File: src/rtl/mfsp_pkg.sv
`timescale 1ns / 1ps
package mfsp_pkg;

    localparam logic [3:0] KIND_HEADER  = 4'd0;
    localparam logic [3:0] KIND_CHANNEL = 4'd1;
    localparam logic [3:0] KIND_META    = 4'd2;
    localparam logic [3:0] KIND_SYSEX   = 4'd3;
    localparam logic [3:0] KIND_SYSTEM  = 4'd4;
    localparam logic [3:0] KIND_PAYLOAD = 4'd5;
    localparam logic [3:0] KIND_TRKEND  = 4'd6;
    localparam logic [3:0] KIND_ERROR   = 4'd7;
    localparam logic [3:0] KIND_DONE    = 4'd8;

    localparam logic [31:0] ERR_SMALL      = 32'd0;
    localparam logic [31:0] ERR_NO_MTHD    = 32'd1;
    localparam logic [31:0] ERR_HDR_LEN    = 32'd2;
    localparam logic [31:0] ERR_TRK_HDR    = 32'd3;
    localparam logic [31:0] ERR_NO_MTRK    = 32'd4;
    localparam logic [31:0] ERR_TRK_DATA   = 32'd5;
    localparam logic [31:0] ERR_DELTA      = 32'd6;
    localparam logic [31:0] ERR_END_DELTA  = 32'd7;
    localparam logic [31:0] ERR_NO_RUNNING = 32'd8;
    localparam logic [31:0] ERR_META_TYPE  = 32'd9;
    localparam logic [31:0] ERR_META_LEN   = 32'd10;
    localparam logic [31:0] ERR_SYSEX_LEN  = 32'd11;
    localparam logic [31:0] ERR_DATA1      = 32'd12;
    localparam logic [31:0] ERR_DATA2      = 32'd13;
    localparam logic [31:0] ERR_SYSTEM     = 32'd14;

    localparam logic [3:0] MIN_FILE_BYTES = 4'd14;
    localparam int unsigned MAX_RECS = 4;

    typedef struct packed {
        logic [3:0]  kind;
        logic [15:0] track;
        logic [31:0] tick;
        logic [27:0] delta;
        logic [7:0]  status;
        logic [7:0]  meta;
        logic [7:0]  d1;
        logic [7:0]  d2;
        logic [31:0] count;
        logic [15:0] fmt;
        logic [15:0] div;
    } t_rec;

    typedef struct packed {
        t_rec [MAX_RECS-1:0] recs;
        logic [2:0]          nrec;
    } t_batch;

    function automatic logic [7:0] hdr_magic(input logic [1:0] idx);
        case (idx)
            2'd0: hdr_magic = 8'h4D;
            2'd1: hdr_magic = 8'h54;
            2'd2: hdr_magic = 8'h68;
            default: hdr_magic = 8'h64;
        endcase
    endfunction

    function automatic logic [7:0] trk_magic(input logic [1:0] idx);
        case (idx)
            2'd0: trk_magic = 8'h4D;
            2'd1: trk_magic = 8'h54;
            2'd2: trk_magic = 8'h72;
            default: trk_magic = 8'h6B;
        endcase
    endfunction

endpackage

File: src/rtl/mfsp_if.sv
`timescale 1ns / 1ps
interface mfsp_in_if;
    logic       valid;
    logic       ready;
    logic [7:0] byte_value;
    logic       end_of_file;
    modport source (output valid, byte_value, end_of_file, input ready);
    modport sink (input valid, byte_value, end_of_file, output ready);
endinterface

interface mfsp_out_if;
    logic        valid;
    logic        ready;
    logic [3:0]  record_kind;
    logic        run_end;
    logic [15:0] track_number;
    logic [31:0] tick_time;
    logic [27:0] delta_ticks;
    logic [7:0]  status_byte;
    logic [7:0]  meta_kind;
    logic [7:0]  first_data;
    logic [7:0]  second_data;
    logic [31:0] count_or_code;
    logic [15:0] file_format;
    logic [15:0] time_division;
    modport source (output valid, record_kind, run_end, track_number, tick_time, delta_ticks,
                    status_byte, meta_kind, first_data, second_data, count_or_code,
                    file_format, time_division, input ready);
    modport sink (input valid, record_kind, run_end, track_number, tick_time, delta_ticks,
                  status_byte, meta_kind, first_data, second_data, count_or_code,
                  file_format, time_division, output ready);
endinterface

File: src/rtl/mfsp_parser.sv
`timescale 1ns / 1ps
module mfsp_parser import mfsp_pkg::*; #(
    parameter int VLQ_MAX_BYTES = 4
) (
    input  logic       i_clk,
    input  logic       i_rst_n,
    input  logic       i_take,
    input  logic [7:0] i_byte,
    input  logic       i_eof,
    output t_batch     o_batch
);

    localparam logic [3:0] PH_MAGIC    = 4'd0;
    localparam logic [3:0] PH_HLEN     = 4'd1;
    localparam logic [3:0] PH_HWORDS   = 4'd2;
    localparam logic [3:0] PH_HSKIP    = 4'd3;
    localparam logic [3:0] PH_TMAGIC   = 4'd4;
    localparam logic [3:0] PH_TLEN     = 4'd5;
    localparam logic [3:0] PH_DELTA    = 4'd6;
    localparam logic [3:0] PH_STATUS   = 4'd7;
    localparam logic [3:0] PH_METATYPE = 4'd8;
    localparam logic [3:0] PH_METALEN  = 4'd9;
    localparam logic [3:0] PH_SXLEN    = 4'd10;
    localparam logic [3:0] PH_DATA1    = 4'd11;
    localparam logic [3:0] PH_DATA2    = 4'd12;
    localparam logic [3:0] PH_PAYLOAD  = 4'd13;
    localparam logic [3:0] PH_DONE     = 4'd14;
    localparam logic [3:0] PH_ERROR    = 4'd15;

    localparam logic [2:0] VLQ_LIMIT = 3'(VLQ_MAX_BYTES);

    logic [3:0]  r_phase, n_phase;
    logic [2:0]  r_cbi, n_cbi;
    logic [3:0]  r_fbs, n_fbs;
    logic [31:0] r_hleft, n_hleft;
    logic [15:0] r_fmt, n_fmt;
    logic [15:0] r_div, n_div;
    logic [15:0] r_ttot, n_ttot;
    logic [15:0] r_tdone, n_tdone;
    logic [31:0] r_tleft, n_tleft;
    logic [31:0] r_tick, n_tick;
    logic [27:0] r_vlq, n_vlq;
    logic [2:0]  r_vlqn, n_vlqn;
    logic [7:0]  r_rs, n_rs;
    logic [7:0]  r_es, n_es;
    logic [7:0]  r_meta, n_meta;
    logic [7:0]  r_pend, n_pend;
    logic [31:0] r_pleft, n_pleft;
    logic [27:0] r_edelta, n_edelta;

    t_rec [MAX_RECS-1:0] v_recs;
    logic [2:0]          v_n;

    function automatic t_rec mk_rec(input logic [3:0] kind);
        t_rec r;
        r = '0;
        r.kind = kind;
        return r;
    endfunction

    always_comb begin
        logic        do_hdr;
        logic        do_finish;
        logic        do_done;
        logic        v_done;
        logic        v_long;
        logic [31:0] v_err;
        logic [31:0] v_len;
        logic [7:0]  v_cls;
        t_rec        rec;

        n_phase = r_phase;  n_cbi = r_cbi;    n_fbs = r_fbs;    n_hleft = r_hleft;
        n_fmt = r_fmt;      n_div = r_div;    n_ttot = r_ttot;  n_tdone = r_tdone;
        n_tleft = r_tleft;  n_tick = r_tick;  n_vlq = r_vlq;    n_vlqn = r_vlqn;
        n_rs = r_rs;        n_es = r_es;      n_meta = r_meta;  n_pend = r_pend;
        n_pleft = r_pleft;  n_edelta = r_edelta;
        v_recs = '0;
        v_n = 3'd0;
        do_hdr = 1'b0;
        do_finish = 1'b0;
        do_done = 1'b0;
        v_done = 1'b0;
        v_long = 1'b0;
        v_err = '0;
        v_len = '0;
        v_cls = i_byte & 8'hF0;
        rec = '0;

        if (r_fbs < MIN_FILE_BYTES) begin
            n_fbs = r_fbs + 4'd1;
        end

        case (r_phase)
            PH_MAGIC: begin
                if (i_byte != hdr_magic(r_cbi[1:0])) begin
                    v_err = ERR_NO_MTHD;
                end else if (r_cbi == 3'd3) begin
                    n_cbi = 3'd0;
                    n_hleft = '0;
                    n_phase = PH_HLEN;
                end else begin
                    n_cbi = r_cbi + 3'd1;
                end
            end
            PH_HLEN: begin
                n_hleft = {r_hleft[23:0], i_byte};
                if (r_cbi == 3'd3) begin
                    n_cbi = 3'd0;
                    if (n_hleft < 32'd6) begin
                        v_err = ERR_HDR_LEN;
                    end else begin
                        n_hleft = n_hleft - 32'd6;
                        n_phase = PH_HWORDS;
                    end
                end else begin
                    n_cbi = r_cbi + 3'd1;
                end
            end
            PH_HWORDS: begin
                if (r_cbi < 3'd2) begin
                    n_fmt = {r_fmt[7:0], i_byte};
                end else if (r_cbi < 3'd4) begin
                    n_ttot = {r_ttot[7:0], i_byte};
                end else begin
                    n_div = {r_div[7:0], i_byte};
                end
                if (r_cbi == 3'd5) begin
                    n_cbi = 3'd0;
                    if (r_hleft == '0) begin
                        do_hdr = 1'b1;
                    end else begin
                        n_phase = PH_HSKIP;
                    end
                end else begin
                    n_cbi = r_cbi + 3'd1;
                end
            end
            PH_HSKIP: begin
                n_hleft = r_hleft - 32'd1;
                if (n_hleft == '0) begin
                    do_hdr = 1'b1;
                end
            end
            PH_TMAGIC: begin
                if (i_byte != trk_magic(r_cbi[1:0])) begin
                    v_err = ERR_NO_MTRK;
                end else if (r_cbi == 3'd3) begin
                    n_cbi = 3'd0;
                    n_tleft = '0;
                    n_phase = PH_TLEN;
                end else begin
                    n_cbi = r_cbi + 3'd1;
                end
            end
            PH_TLEN: begin
                n_tleft = {r_tleft[23:0], i_byte};
                if (r_cbi == 3'd3) begin
                    n_cbi = 3'd0;
                    n_tick = '0;
                    n_rs = '0;
                    n_edelta = '0;
                    n_vlq = '0;
                    n_vlqn = '0;
                    if (n_tleft == '0) begin
                        do_finish = 1'b1;
                    end else begin
                        n_phase = PH_DELTA;
                    end
                end else begin
                    n_cbi = r_cbi + 3'd1;
                end
            end
            PH_DONE, PH_ERROR: begin
            end
            default: begin
                // Track body: every byte counts against the chunk length.
                n_tleft = r_tleft - 32'd1;
                if (r_phase == PH_DELTA || r_phase == PH_METALEN || r_phase == PH_SXLEN) begin
                    n_vlq = {r_vlq[20:0], i_byte[6:0]};
                    n_vlqn = r_vlqn + 3'd1;
                    v_done = !i_byte[7];
                    v_long = i_byte[7] && (n_vlqn >= VLQ_LIMIT);
                end
                case (r_phase)
                    PH_DELTA: begin
                        if (v_long) begin
                            v_err = ERR_DELTA;
                        end else if (v_done) begin
                            n_edelta = n_vlq;
                            n_tick = r_tick + {4'd0, n_vlq};
                            n_vlq = '0;
                            n_vlqn = '0;
                            n_phase = PH_STATUS;
                        end
                    end
                    PH_STATUS: begin
                        if (!i_byte[7]) begin
                            if (r_rs == '0) begin
                                v_err = ERR_NO_RUNNING;
                            end else begin
                                n_es = r_rs;
                                n_pend = i_byte;
                                n_phase = PH_DATA1;
                            end
                        end else begin
                            n_es = i_byte;
                            if (i_byte == 8'hFF) begin
                                n_phase = PH_METATYPE;
                            end else if (i_byte == 8'hF0 || i_byte == 8'hF7) begin
                                n_vlq = '0;
                                n_vlqn = '0;
                                n_phase = PH_SXLEN;
                            end else if (v_cls <= 8'hE0) begin
                                n_rs = i_byte;
                                n_phase = PH_DATA1;
                            end else begin
                                n_rs = '0;
                                if (i_byte == 8'hF1 || i_byte == 8'hF3) begin
                                    v_len = 32'd1;
                                end else if (i_byte == 8'hF2) begin
                                    v_len = 32'd2;
                                end
                                if (v_len > n_tleft) begin
                                    v_err = ERR_SYSTEM;
                                end else begin
                                    rec = mk_rec(KIND_SYSTEM);
                                    rec.track = r_tdone;
                                    rec.tick = r_tick;
                                    rec.delta = r_edelta;
                                    rec.status = i_byte;
                                    rec.count = v_len;
                                    v_recs[v_n[1:0]] = rec;
                                    v_n = v_n + 3'd1;
                                    n_pleft = v_len;
                                    if (v_len == '0) begin
                                        n_vlq = '0;
                                        n_vlqn = '0;
                                        n_phase = PH_DELTA;
                                    end else begin
                                        n_phase = PH_PAYLOAD;
                                    end
                                end
                            end
                        end
                    end
                    PH_METATYPE: begin
                        n_meta = i_byte;
                        n_vlq = '0;
                        n_vlqn = '0;
                        n_phase = PH_METALEN;
                    end
                    PH_METALEN, PH_SXLEN: begin
                        v_err = (r_phase == PH_METALEN) ? ERR_META_LEN : ERR_SYSEX_LEN;
                        v_len = {4'd0, n_vlq};
                        if (!v_long && !(v_done && v_len > n_tleft)) begin
                            v_err = '0;
                        end
                        if (!v_long && v_done && v_len <= n_tleft) begin
                            rec = mk_rec((r_phase == PH_METALEN) ? KIND_META : KIND_SYSEX);
                            rec.track = r_tdone;
                            rec.tick = r_tick;
                            rec.delta = r_edelta;
                            rec.status = r_es;
                            rec.count = v_len;
                            rec.meta = (r_phase == PH_METALEN) ? r_meta : 8'd0;
                            v_recs[v_n[1:0]] = rec;
                            v_n = v_n + 3'd1;
                            n_pleft = v_len;
                            if (v_len == '0) begin
                                n_vlq = '0;
                                n_vlqn = '0;
                                n_phase = PH_DELTA;
                            end else begin
                                n_phase = PH_PAYLOAD;
                            end
                        end
                        if (v_long || (v_done && v_len > n_tleft)) begin
                            v_err = (r_phase == PH_METALEN) ? ERR_META_LEN : ERR_SYSEX_LEN;
                        end else begin
                            v_err = '0;
                        end
                    end
                    PH_DATA1: begin
                        n_pend = i_byte;
                        n_phase = PH_DATA1;
                    end
                    PH_DATA2: begin
                        rec = mk_rec(KIND_CHANNEL);
                        rec.track = r_tdone;
                        rec.tick = r_tick;
                        rec.delta = r_edelta;
                        rec.status = r_es;
                        rec.d1 = r_pend;
                        rec.d2 = i_byte;
                        v_recs[v_n[1:0]] = rec;
                        v_n = v_n + 3'd1;
                        n_vlq = '0;
                        n_vlqn = '0;
                        n_phase = PH_DELTA;
                    end
                    default: begin
                        rec = mk_rec(KIND_PAYLOAD);
                        rec.track = r_tdone;
                        rec.tick = r_tick;
                        rec.delta = r_edelta;
                        rec.status = r_es;
                        rec.d1 = i_byte;
                        v_recs[v_n[1:0]] = rec;
                        v_n = v_n + 3'd1;
                        n_pleft = r_pleft - 32'd1;
                        if (n_pleft == '0) begin
                            n_vlq = '0;
                            n_vlqn = '0;
                            n_phase = PH_DELTA;
                        end
                    end
                endcase
                // A data byte just taken: program change and channel pressure end here.
                if (v_err == '0 && n_phase == PH_DATA1 &&
                    (r_phase == PH_DATA1 || r_phase == PH_STATUS) && n_pend == i_byte &&
                    !(r_phase == PH_STATUS && i_byte[7])) begin
                    if ((n_es & 8'hF0) == 8'hC0 || (n_es & 8'hF0) == 8'hD0) begin
                        rec = mk_rec(KIND_CHANNEL);
                        rec.track = r_tdone;
                        rec.tick = r_tick;
                        rec.delta = r_edelta;
                        rec.status = n_es;
                        rec.d1 = i_byte;
                        v_recs[v_n[1:0]] = rec;
                        v_n = v_n + 3'd1;
                        n_vlq = '0;
                        n_vlqn = '0;
                        n_phase = PH_DELTA;
                    end else begin
                        n_phase = PH_DATA2;
                    end
                end
                // Last byte of the chunk: close the track or report the open event.
                if (v_err == '0 && n_tleft == '0) begin
                    case (n_phase)
                        PH_DELTA:    begin
                            if (n_vlqn == '0) begin
                                do_finish = 1'b1;
                            end else begin
                                v_err = ERR_DELTA;
                            end
                        end
                        PH_STATUS:   v_err = ERR_END_DELTA;
                        PH_METATYPE: v_err = ERR_META_TYPE;
                        PH_METALEN:  v_err = ERR_META_LEN;
                        PH_SXLEN:    v_err = ERR_SYSEX_LEN;
                        PH_DATA1:    v_err = ERR_DATA1;
                        PH_DATA2:    v_err = ERR_DATA2;
                        default:     v_err = ERR_TRK_DATA;
                    endcase
                end
            end
        endcase

        // Error code zero is "file too small", which only the end-of-file check raises,
        // so zero here means no error on this byte.
        if (v_err != '0) begin
            rec = mk_rec(KIND_ERROR);
            rec.track = n_tdone;
            rec.count = v_err;
            v_recs[v_n[1:0]] = rec;
            v_n = v_n + 3'd1;
            n_phase = PH_ERROR;
        end

        if (do_hdr) begin
            rec = mk_rec(KIND_HEADER);
            rec.count = {16'd0, n_ttot};
            rec.fmt = n_fmt;
            rec.div = n_div;
            v_recs[v_n[1:0]] = rec;
            v_n = v_n + 3'd1;
            if (n_ttot == '0) begin
                do_done = 1'b1;
            end else begin
                n_phase = PH_TMAGIC;
                n_cbi = 3'd0;
            end
        end

        if (do_finish) begin
            rec = mk_rec(KIND_TRKEND);
            rec.track = n_tdone;
            rec.tick = n_tick;
            v_recs[v_n[1:0]] = rec;
            v_n = v_n + 3'd1;
            n_tdone = n_tdone + 16'd1;
            if (n_tdone == n_ttot) begin
                do_done = 1'b1;
            end else begin
                n_phase = PH_TMAGIC;
                n_cbi = 3'd0;
                n_tleft = '0;
            end
        end

        if (do_done) begin
            rec = mk_rec(KIND_DONE);
            rec.count = {16'd0, n_ttot};
            v_recs[v_n[1:0]] = rec;
            v_n = v_n + 3'd1;
            n_phase = PH_DONE;
        end

        if (i_eof) begin
            if (n_phase != PH_DONE && n_phase != PH_ERROR) begin
                rec = mk_rec(KIND_ERROR);
                rec.track = n_tdone;
                if (n_fbs < MIN_FILE_BYTES) begin
                    rec.count = ERR_SMALL;
                end else if (n_phase <= PH_HSKIP) begin
                    rec.count = ERR_HDR_LEN;
                end else if (n_phase == PH_TMAGIC || n_phase == PH_TLEN) begin
                    rec.count = ERR_TRK_HDR;
                end else begin
                    rec.count = ERR_TRK_DATA;
                end
                v_recs[v_n[1:0]] = rec;
                v_n = v_n + 3'd1;
            end
            n_phase = PH_MAGIC; n_cbi = '0;   n_fbs = '0;   n_hleft = '0;
            n_fmt = '0;         n_div = '0;   n_ttot = '0;  n_tdone = '0;
            n_tleft = '0;       n_tick = '0;  n_vlq = '0;   n_vlqn = '0;
            n_rs = '0;          n_es = '0;    n_meta = '0;  n_pend = '0;
            n_pleft = '0;       n_edelta = '0;
        end

        o_batch.recs = v_recs;
        o_batch.nrec = v_n;
    end

    always_ff @(posedge i_clk) begin
        if (!i_rst_n) begin
            r_phase <= PH_MAGIC; r_cbi <= '0;   r_fbs <= '0;   r_hleft <= '0;
            r_fmt <= '0;         r_div <= '0;   r_ttot <= '0;  r_tdone <= '0;
            r_tleft <= '0;       r_tick <= '0;  r_vlq <= '0;   r_vlqn <= '0;
            r_rs <= '0;          r_es <= '0;    r_meta <= '0;  r_pend <= '0;
            r_pleft <= '0;       r_edelta <= '0;
        end else if (i_take) begin
            r_phase <= n_phase;  r_cbi <= n_cbi;   r_fbs <= n_fbs;   r_hleft <= n_hleft;
            r_fmt <= n_fmt;      r_div <= n_div;   r_ttot <= n_ttot; r_tdone <= n_tdone;
            r_tleft <= n_tleft;  r_tick <= n_tick; r_vlq <= n_vlq;   r_vlqn <= n_vlqn;
            r_rs <= n_rs;        r_es <= n_es;     r_meta <= n_meta; r_pend <= n_pend;
            r_pleft <= n_pleft;  r_edelta <= n_edelta;
        end
    end

endmodule

File: src/rtl/midi_file_stream_parser.sv
`timescale 1ns / 1ps
// Channel  Dir  Words                      Payload
// i_in     in   one file byte per word     byte_value, end_of_file
// o_out    out  one record per word        record_kind .. time_division, run_end
//
// Each accepted byte is parsed in the cycle it is taken; its zero to three records are
// latched into a small record buffer and leave one per cycle while o_out is ready. The
// buffer drain is what sets the rate. Reset is synchronous and active low and returns
// the parser to the start of a file with an empty buffer. A stall on o_out holds the
// current record and, while any record is still waiting, holds i_in as well.
module midi_file_stream_parser import mfsp_pkg::*; #(
    parameter int VLQ_MAX_BYTES = 4
) (
    input  logic i_clk,
    input  logic i_rst_n,
    mfsp_in_if.sink    i_in,
    mfsp_out_if.source o_out
);

    t_batch              w_batch;
    t_rec [MAX_RECS-1:0] r_buf;
    logic [2:0]          r_left;
    logic [1:0]          r_idx;
    logic                w_in_acc;
    logic                w_out_acc;
    t_rec                w_cur;

    // A new byte may enter when the buffer is empty or its last record leaves now.
    assign i_in.ready = (r_left == 3'd0) || (r_left == 3'd1 && o_out.ready);
    assign w_in_acc   = i_in.valid && i_in.ready;
    assign w_out_acc  = o_out.valid && o_out.ready;

    mfsp_parser #(
        .VLQ_MAX_BYTES(VLQ_MAX_BYTES)
    ) u_parser (
        .i_clk  (i_clk),
        .i_rst_n(i_rst_n),
        .i_take (w_in_acc),
        .i_byte (i_in.byte_value),
        .i_eof  (i_in.end_of_file),
        .o_batch(w_batch)
    );

    always_ff @(posedge i_clk) begin
        if (!i_rst_n) begin
            r_left <= '0;
            r_idx  <= '0;
        end else if (w_in_acc) begin
            r_left <= w_batch.nrec;
            r_idx  <= '0;
        end else if (w_out_acc) begin
            r_left <= r_left - 3'd1;
            r_idx  <= r_idx + 2'd1;
        end
    end

    always_ff @(posedge i_clk) begin
        if (w_in_acc) begin
            r_buf <= w_batch.recs;
        end
    end

    assign w_cur               = r_buf[r_idx];
    assign o_out.valid         = (r_left != 3'd0);
    assign o_out.run_end       = (r_left == 3'd1);
    assign o_out.record_kind   = w_cur.kind;
    assign o_out.track_number  = w_cur.track;
    assign o_out.tick_time     = w_cur.tick;
    assign o_out.delta_ticks   = w_cur.delta;
    assign o_out.status_byte   = w_cur.status;
    assign o_out.meta_kind     = w_cur.meta;
    assign o_out.first_data    = w_cur.d1;
    assign o_out.second_data   = w_cur.d2;
    assign o_out.count_or_code = w_cur.count;
    assign o_out.file_format   = w_cur.fmt;
    assign o_out.time_division = w_cur.div;

    a_left_bound: assert property (@(posedge i_clk) disable iff (!i_rst_n)
        r_left <= 3'(MAX_RECS))
        else $error("record buffer count out of range");

    a_batch_shows: assert property (@(posedge i_clk) disable iff (!i_rst_n)
        (w_in_acc && w_batch.nrec != 3'd0) |=> o_out.valid)
        else $error("records of an accepted byte not presented");

    a_no_overrun: assert property (@(posedge i_clk) disable iff (!i_rst_n)
        (r_left > 3'd1) |-> !i_in.ready)
        else $error("byte accepted over pending records");

    a_kind_range: assert property (@(posedge i_clk) disable iff (!i_rst_n)
        o_out.valid |-> (o_out.record_kind <= KIND_DONE))
        else $error("record kind out of range");

endmodule

File: src/flat_wrapper.sv
// flat-port wrapper written by rule: the top's interface ports become plain ports
module midi_file_stream_parser_flat import mfsp_pkg::*;
#(
    parameter int VLQ_MAX_BYTES = 4
)
  (i_clk, i_rst_n, i_in_valid, i_in_byte_value, i_in_end_of_file, i_in_ready, o_out_valid, o_out_record_kind, o_out_run_end, o_out_track_number, o_out_tick_time, o_out_delta_ticks, o_out_status_byte, o_out_meta_kind, o_out_first_data, o_out_second_data, o_out_count_or_code, o_out_file_format, o_out_time_division, o_out_ready);
  mfsp_in_if i_in_i ();
  mfsp_out_if o_out_i ();
  input  logic i_clk;
  input  logic i_rst_n;
  input wire logic [$bits(i_in_i.valid)-1:0] i_in_valid;
  input wire logic [$bits(i_in_i.byte_value)-1:0] i_in_byte_value;
  input wire logic [$bits(i_in_i.end_of_file)-1:0] i_in_end_of_file;
  output wire logic [$bits(i_in_i.ready)-1:0] i_in_ready;
  output wire logic [$bits(o_out_i.valid)-1:0] o_out_valid;
  output wire logic [$bits(o_out_i.record_kind)-1:0] o_out_record_kind;
  output wire logic [$bits(o_out_i.run_end)-1:0] o_out_run_end;
  output wire logic [$bits(o_out_i.track_number)-1:0] o_out_track_number;
  output wire logic [$bits(o_out_i.tick_time)-1:0] o_out_tick_time;
  output wire logic [$bits(o_out_i.delta_ticks)-1:0] o_out_delta_ticks;
  output wire logic [$bits(o_out_i.status_byte)-1:0] o_out_status_byte;
  output wire logic [$bits(o_out_i.meta_kind)-1:0] o_out_meta_kind;
  output wire logic [$bits(o_out_i.first_data)-1:0] o_out_first_data;
  output wire logic [$bits(o_out_i.second_data)-1:0] o_out_second_data;
  output wire logic [$bits(o_out_i.count_or_code)-1:0] o_out_count_or_code;
  output wire logic [$bits(o_out_i.file_format)-1:0] o_out_file_format;
  output wire logic [$bits(o_out_i.time_division)-1:0] o_out_time_division;
  input wire logic [$bits(o_out_i.ready)-1:0] o_out_ready;
  assign i_in_i.valid = i_in_valid;
  assign i_in_i.byte_value = i_in_byte_value;
  assign i_in_i.end_of_file = i_in_end_of_file;
  assign i_in_ready = i_in_i.ready;
  assign o_out_valid = o_out_i.valid;
  assign o_out_record_kind = o_out_i.record_kind;
  assign o_out_run_end = o_out_i.run_end;
  assign o_out_track_number = o_out_i.track_number;
  assign o_out_tick_time = o_out_i.tick_time;
  assign o_out_delta_ticks = o_out_i.delta_ticks;
  assign o_out_status_byte = o_out_i.status_byte;
  assign o_out_meta_kind = o_out_i.meta_kind;
  assign o_out_first_data = o_out_i.first_data;
  assign o_out_second_data = o_out_i.second_data;
  assign o_out_count_or_code = o_out_i.count_or_code;
  assign o_out_file_format = o_out_i.file_format;
  assign o_out_time_division = o_out_i.time_division;
  assign o_out_i.ready = o_out_ready;
  midi_file_stream_parser #(.VLQ_MAX_BYTES(VLQ_MAX_BYTES)) u_core (.i_clk(i_clk), .i_rst_n(i_rst_n), .i_in(i_in_i), .o_out(o_out_i));
endmodule
File: config.mk
export PLATFORM = sky130hd
export DESIGN_NAME = midi_file_stream_parser_flat
export DESIGN_NICKNAME = d
export VERILOG_FILES = /design/src/rtl/mfsp_pkg.sv /design/src/rtl/mfsp_if.sv /design/src/rtl/mfsp_parser.sv /design/src/rtl/midi_file_stream_parser.sv /design/src/flat_wrapper.sv
export SDC_FILE = /design/constraint.sdc
export NUM_CORES = 2
export LEC_CHECK = 0
export BUFFER_PORTS_ARGS = -buffer_cell sky130_fd_sc_hd__buf_4
export CORE_AREA = 2 2 600 304
export DETAILED_ROUTE_END_ITERATION = 8
export DIE_AREA = 0 0 602 306
export GPL_TIMING_DRIVEN = 0
export SETUP_SLACK_MARGIN = 0.15
export SYNTH_ARGS = -nofsm -noshare
export SYNTH_HDL_FRONTEND = slang
export SYNTH_SLANG_ARGS = --single-unit
File: constraint.sdc
create_clock -name i_clk -period 35.7 [get_ports i_clk]
set_input_delay 3.57 -clock i_clk [delete_from_list [all_inputs] [get_ports i_clk]]
set_output_delay 3.57 -clock i_clk [all_outputs]
set_load 0.01 [all_outputs]
==> results.yml <==
status:
  status: "finished with violations"
  violations: "max-capacitance violations, max-slew violations"
floorplan:
  chipWidth_um: 602
  die_h_um: 306
  die_area_um2: 184000
  io-pin-count: 192
  coreArea_um2: 179000
  initial_core_util_pct: 24.8
  std_cell_rows: 110
sta:
  timing.final.crit_period_ps: 15570
  worst_slew_pin_slew_ps: 1550
  setup_viol: 0
  fin_setup_tns_ps: 0
  final_max_slew_viol_count: 14
  rsz0062_at_grt: "no"
  relSlewSlack_pct: -3.57
  skew_ps: 46.6
  fmax_mhz: 64.2
  hold_violations: 0
  finalCritPeriodShare_pct: 43.6
worst_setup_path:
  slowest_stage: "buf_1"
  worst_path_most_repeated_cell: "ha_1"
  startpoint: "i_in_byte_value[3]"
  worstPathArrival_ps: 16000
  max_stage_delay_ps: 910
  crit_buf_inv: 9
  critPathRequiredTime_ps: 36130
  cp-end-kind: "flop"
  critPathMaxFanout: 10
  reg2reg_to: "u_core.r_buf[91]"
  cp_top_family: "simple AND/OR/NAND/NOR gates"
  r2r_cells: 42
  rrSetupSlack_ps: 20860
  crit_type: "in -> reg"
  start_kind: "input pin"
  r2r-start: "u_core.u_parser.r_phase[1]"
clock_network:
  post_cts_resized: 0
  tritoncts: "built"
  cts_buffer_depth: 3
  post_cts_buffers: 0
  cts_sinks: 812
  cts_buffers: 76
  cts-root-buf: "clkbuf_16"
  cts.htree.levels: 3
  cts-hold-fix-buffers: 0
  worstSkewPairLatency_ps: 720
  cts.clk_slew.worst_paths_ps: 70
synth:
  synth_top_flop_cell: "edfxtp_1"
  synth_common_cells: "nor2_1 (687), edfxtp_1 (513), nand2_1 (444), o21ai_0 (341), dfxtp_1 (299)"
  synth.most_common_cell: "nor2_1"
  yosysWarnings: 0
  synth.cell_area_um2: 44400
  synthTopCellsByArea: "edfxtp_1 (35%), dfxtp_1 (13%), nor2_1 (5.8%)"
  ys_seq_area_share_pct: 48.1
  yosysUniqueCellTypes: 98
  syn_avg_cell_area_um2: 9.69
  syn_inst: 4587
  synth_top_cell_by_area: "edfxtp_1"
  async_reset_ff_share_pct: 0
  synth_edf_count: 513
  ys_seq_elements: 812
  synth_top_area_share_pct: 34.7
global_route:
  grt_first_pass_wirelength_um: 279000
  grt_pass1_vias: 36000
  grt.total_usage_pct: 21.1
  antenna_found_initial: 22
  grt_start_max_net_pins: 73
  grt_overflow_total: 0
route:
  postRouteAntennaNets: 0
  detail_route.iter0.violations: 6581
  drt_wl_total_um: 201000
  routed_via_density: 5.44
  wire_per_inst_um: 27.3
  num_vias: 40200
  drtPass1Iterations: 9
  drc_errors: 0
worst_hold_path:
  hold_depth: 2
  min_to: "u_core.u_parser.r_ttot[8]"
  min_from: "u_core.u_parser.r_ttot[8]"
  hold_path_class: "reg -> reg"
power:
  p_leak_nw: 18.1
  p_per_area_nw_per_um2: 68.9
  ir_drop_mv: 0.0431
cells_and_area:
  area_delta_synth_final_pct: 17.0
  nets: 5031
  final_layout_size_suffix_gt1_share_pct: 10.7
  fillers: 18800
  final_util_pct: 29.1
job:
  drv_cap: 2
place:
  gp_congestion: 1.06
  hpwl_um: 157000
  port-buffer-count: 185
==> cells by family after synthesis <==
| family | share of synthesized area (%) |
|---|---|
| other | 0.00844 |
| buffers and inverters | 3.94 |
| xor gates and xnor gates | 3.11 |
| AOI/OAI and AO/OA | 14.8 |
| adders and majority gates | 2.99 |
| and+or+nand+nor | 19.2 |
| DFF | 48.1 |
| muxes | 7.82 |
==> metrics by stage <==
stage | hold WS, ps | area (um2) | instances | total power, W | worst slack [ps]
finish | 460 | 52000 | 7394 | 0.00358 | 20130
global route | 478 | 52000 | 7386 | 0.00371 | 20230
CTS | 459 | 51900 | 7382 | 0.00355 | 21080
detailed placement | 444 | 49300 | 7241 | 0.00267 | 20420
global placement | 434 | 49000 | 7227 | 0.00284 | 2590
floorplan | 424 | 44600 | 4634 | 0.00219 | 13840
==> layout make-up <==
| type | instances | area, um2 | share of cell area [%] |
|---|---|---|---|
| Multi-Input combinational cell | 3370 | 21500 | 41.3 |
| Sequential cell | 812 | 21400 | 41.1 |
| Tap cell | 2408 | 3010 | 5.80 |
| Clock buffer | 98 | 2060 | 3.97 |
| Timing Repair Buffer | 202 | 1710 | 3.29 |
| Buffer | 354 | 1400 | 2.69 |
| Clock inverter | 43 | 528 | 1.02 |
| Inverter | 98 | 368 | 0.708 |
| Antenna cell | 9 | 22.5 | 0.0433 |
==> power by group <==
part	internal, W	total, W	switching, W
clock network	0.000469	0.000888	0.000419
registers	0.00123	0.00130	0.0000648
logic	0.000464	0.00140	0.000935
total	0.00217	0.00358	0.00142
==> tightest hold or removal path, stage by stage (launching register included) <==
cell     delay [ps]
dfxtp_1         330
nand2_1          50
o21ai_0          50
==> routing by layer <==
| metal | GRT usage (%) | up-vias | part of all wire, % |
|---|---|---|---|
| met3 | 10.1 | 230 | 16 |
| met1 | 33.9 | 20100 | 48 |
| met4 | 3.38 | 16 | 1.6 |
| met5 | 0 | - | 0.14 |
| li1 | - | 17300 | - |
| met2 | 23.9 | 2660 | 34 |
==> registers in the layout, summed over array words and instances, names as in the netlist, 16 cells and up <==
| name | cells |
|---|---|
| u_core.u_parser.r_edelta | 28 |
| u_core.u_parser.r_fmt | 16 |
| u_core.u_parser.r_hleft | 32 |
| u_core.u_parser.r_pleft | 32 |
| u_core.u_parser.r_tleft | 32 |
| u_core.u_parser.r_tdone | 16 |
| u_core.u_parser.r_div | 16 |
| u_core.r_buf | 513 |
| u_core.u_parser.r_tick | 32 |
| u_core.u_parser.r_vlq | 28 |
| u_core.u_parser.r_ttot | 16 |
==> how the worst max path moves through the flow <==
stage	end	slack (ps)	cells after the start
floorplan	u_core.u_parser.r_meta[7]	13840	8
global placement	u_core.u_parser.r_meta[6]	2590	9
detailed placement	u_core.r_buf[95]	20420	36
CTS	u_core.r_buf[89]	21080	36
global route	u_core.r_buf[89]	20230	36
finish	u_core.r_buf[91]	20130	36
==> cells in the final DEF (no fill, tap or decap), types with 22 or more instances in the layout <==
cell type  netlist  routed
nor2_1         687     686
edfxtp_1       513     513
nand2_1        444     444
o21ai_0        341     341
dfxtp_1        299     299
clkbuf_1       281     290
a21oi_1        200     199
buf_4            6     193
mux2i_1        111     111
nor3_1         113     111
and2_1         103     103
ha_1           103     103
a22oi_1        100     100
mux4_2         100     100
inv_1           98      98
nand3_1         97      97
xnor2_1         92      91
clkbuf_16        0      76
nor2b_1         75      75
xor2_1          66      66
nor4_1          55      55
conb_1           1      48
o22ai_1         43      43
buf_1           42      37
and3_1          37      37
nand4_1         37      37
nand2b_1        31      31
a21boi_0        29      29
buf_2           24      28
a22o_1          27      27
or3_1           25      25
o211a_1         24      24
o211ai_1        23      23
a32oi_1         22      22
No activity file was read; power rests on OpenSTA's default activity.
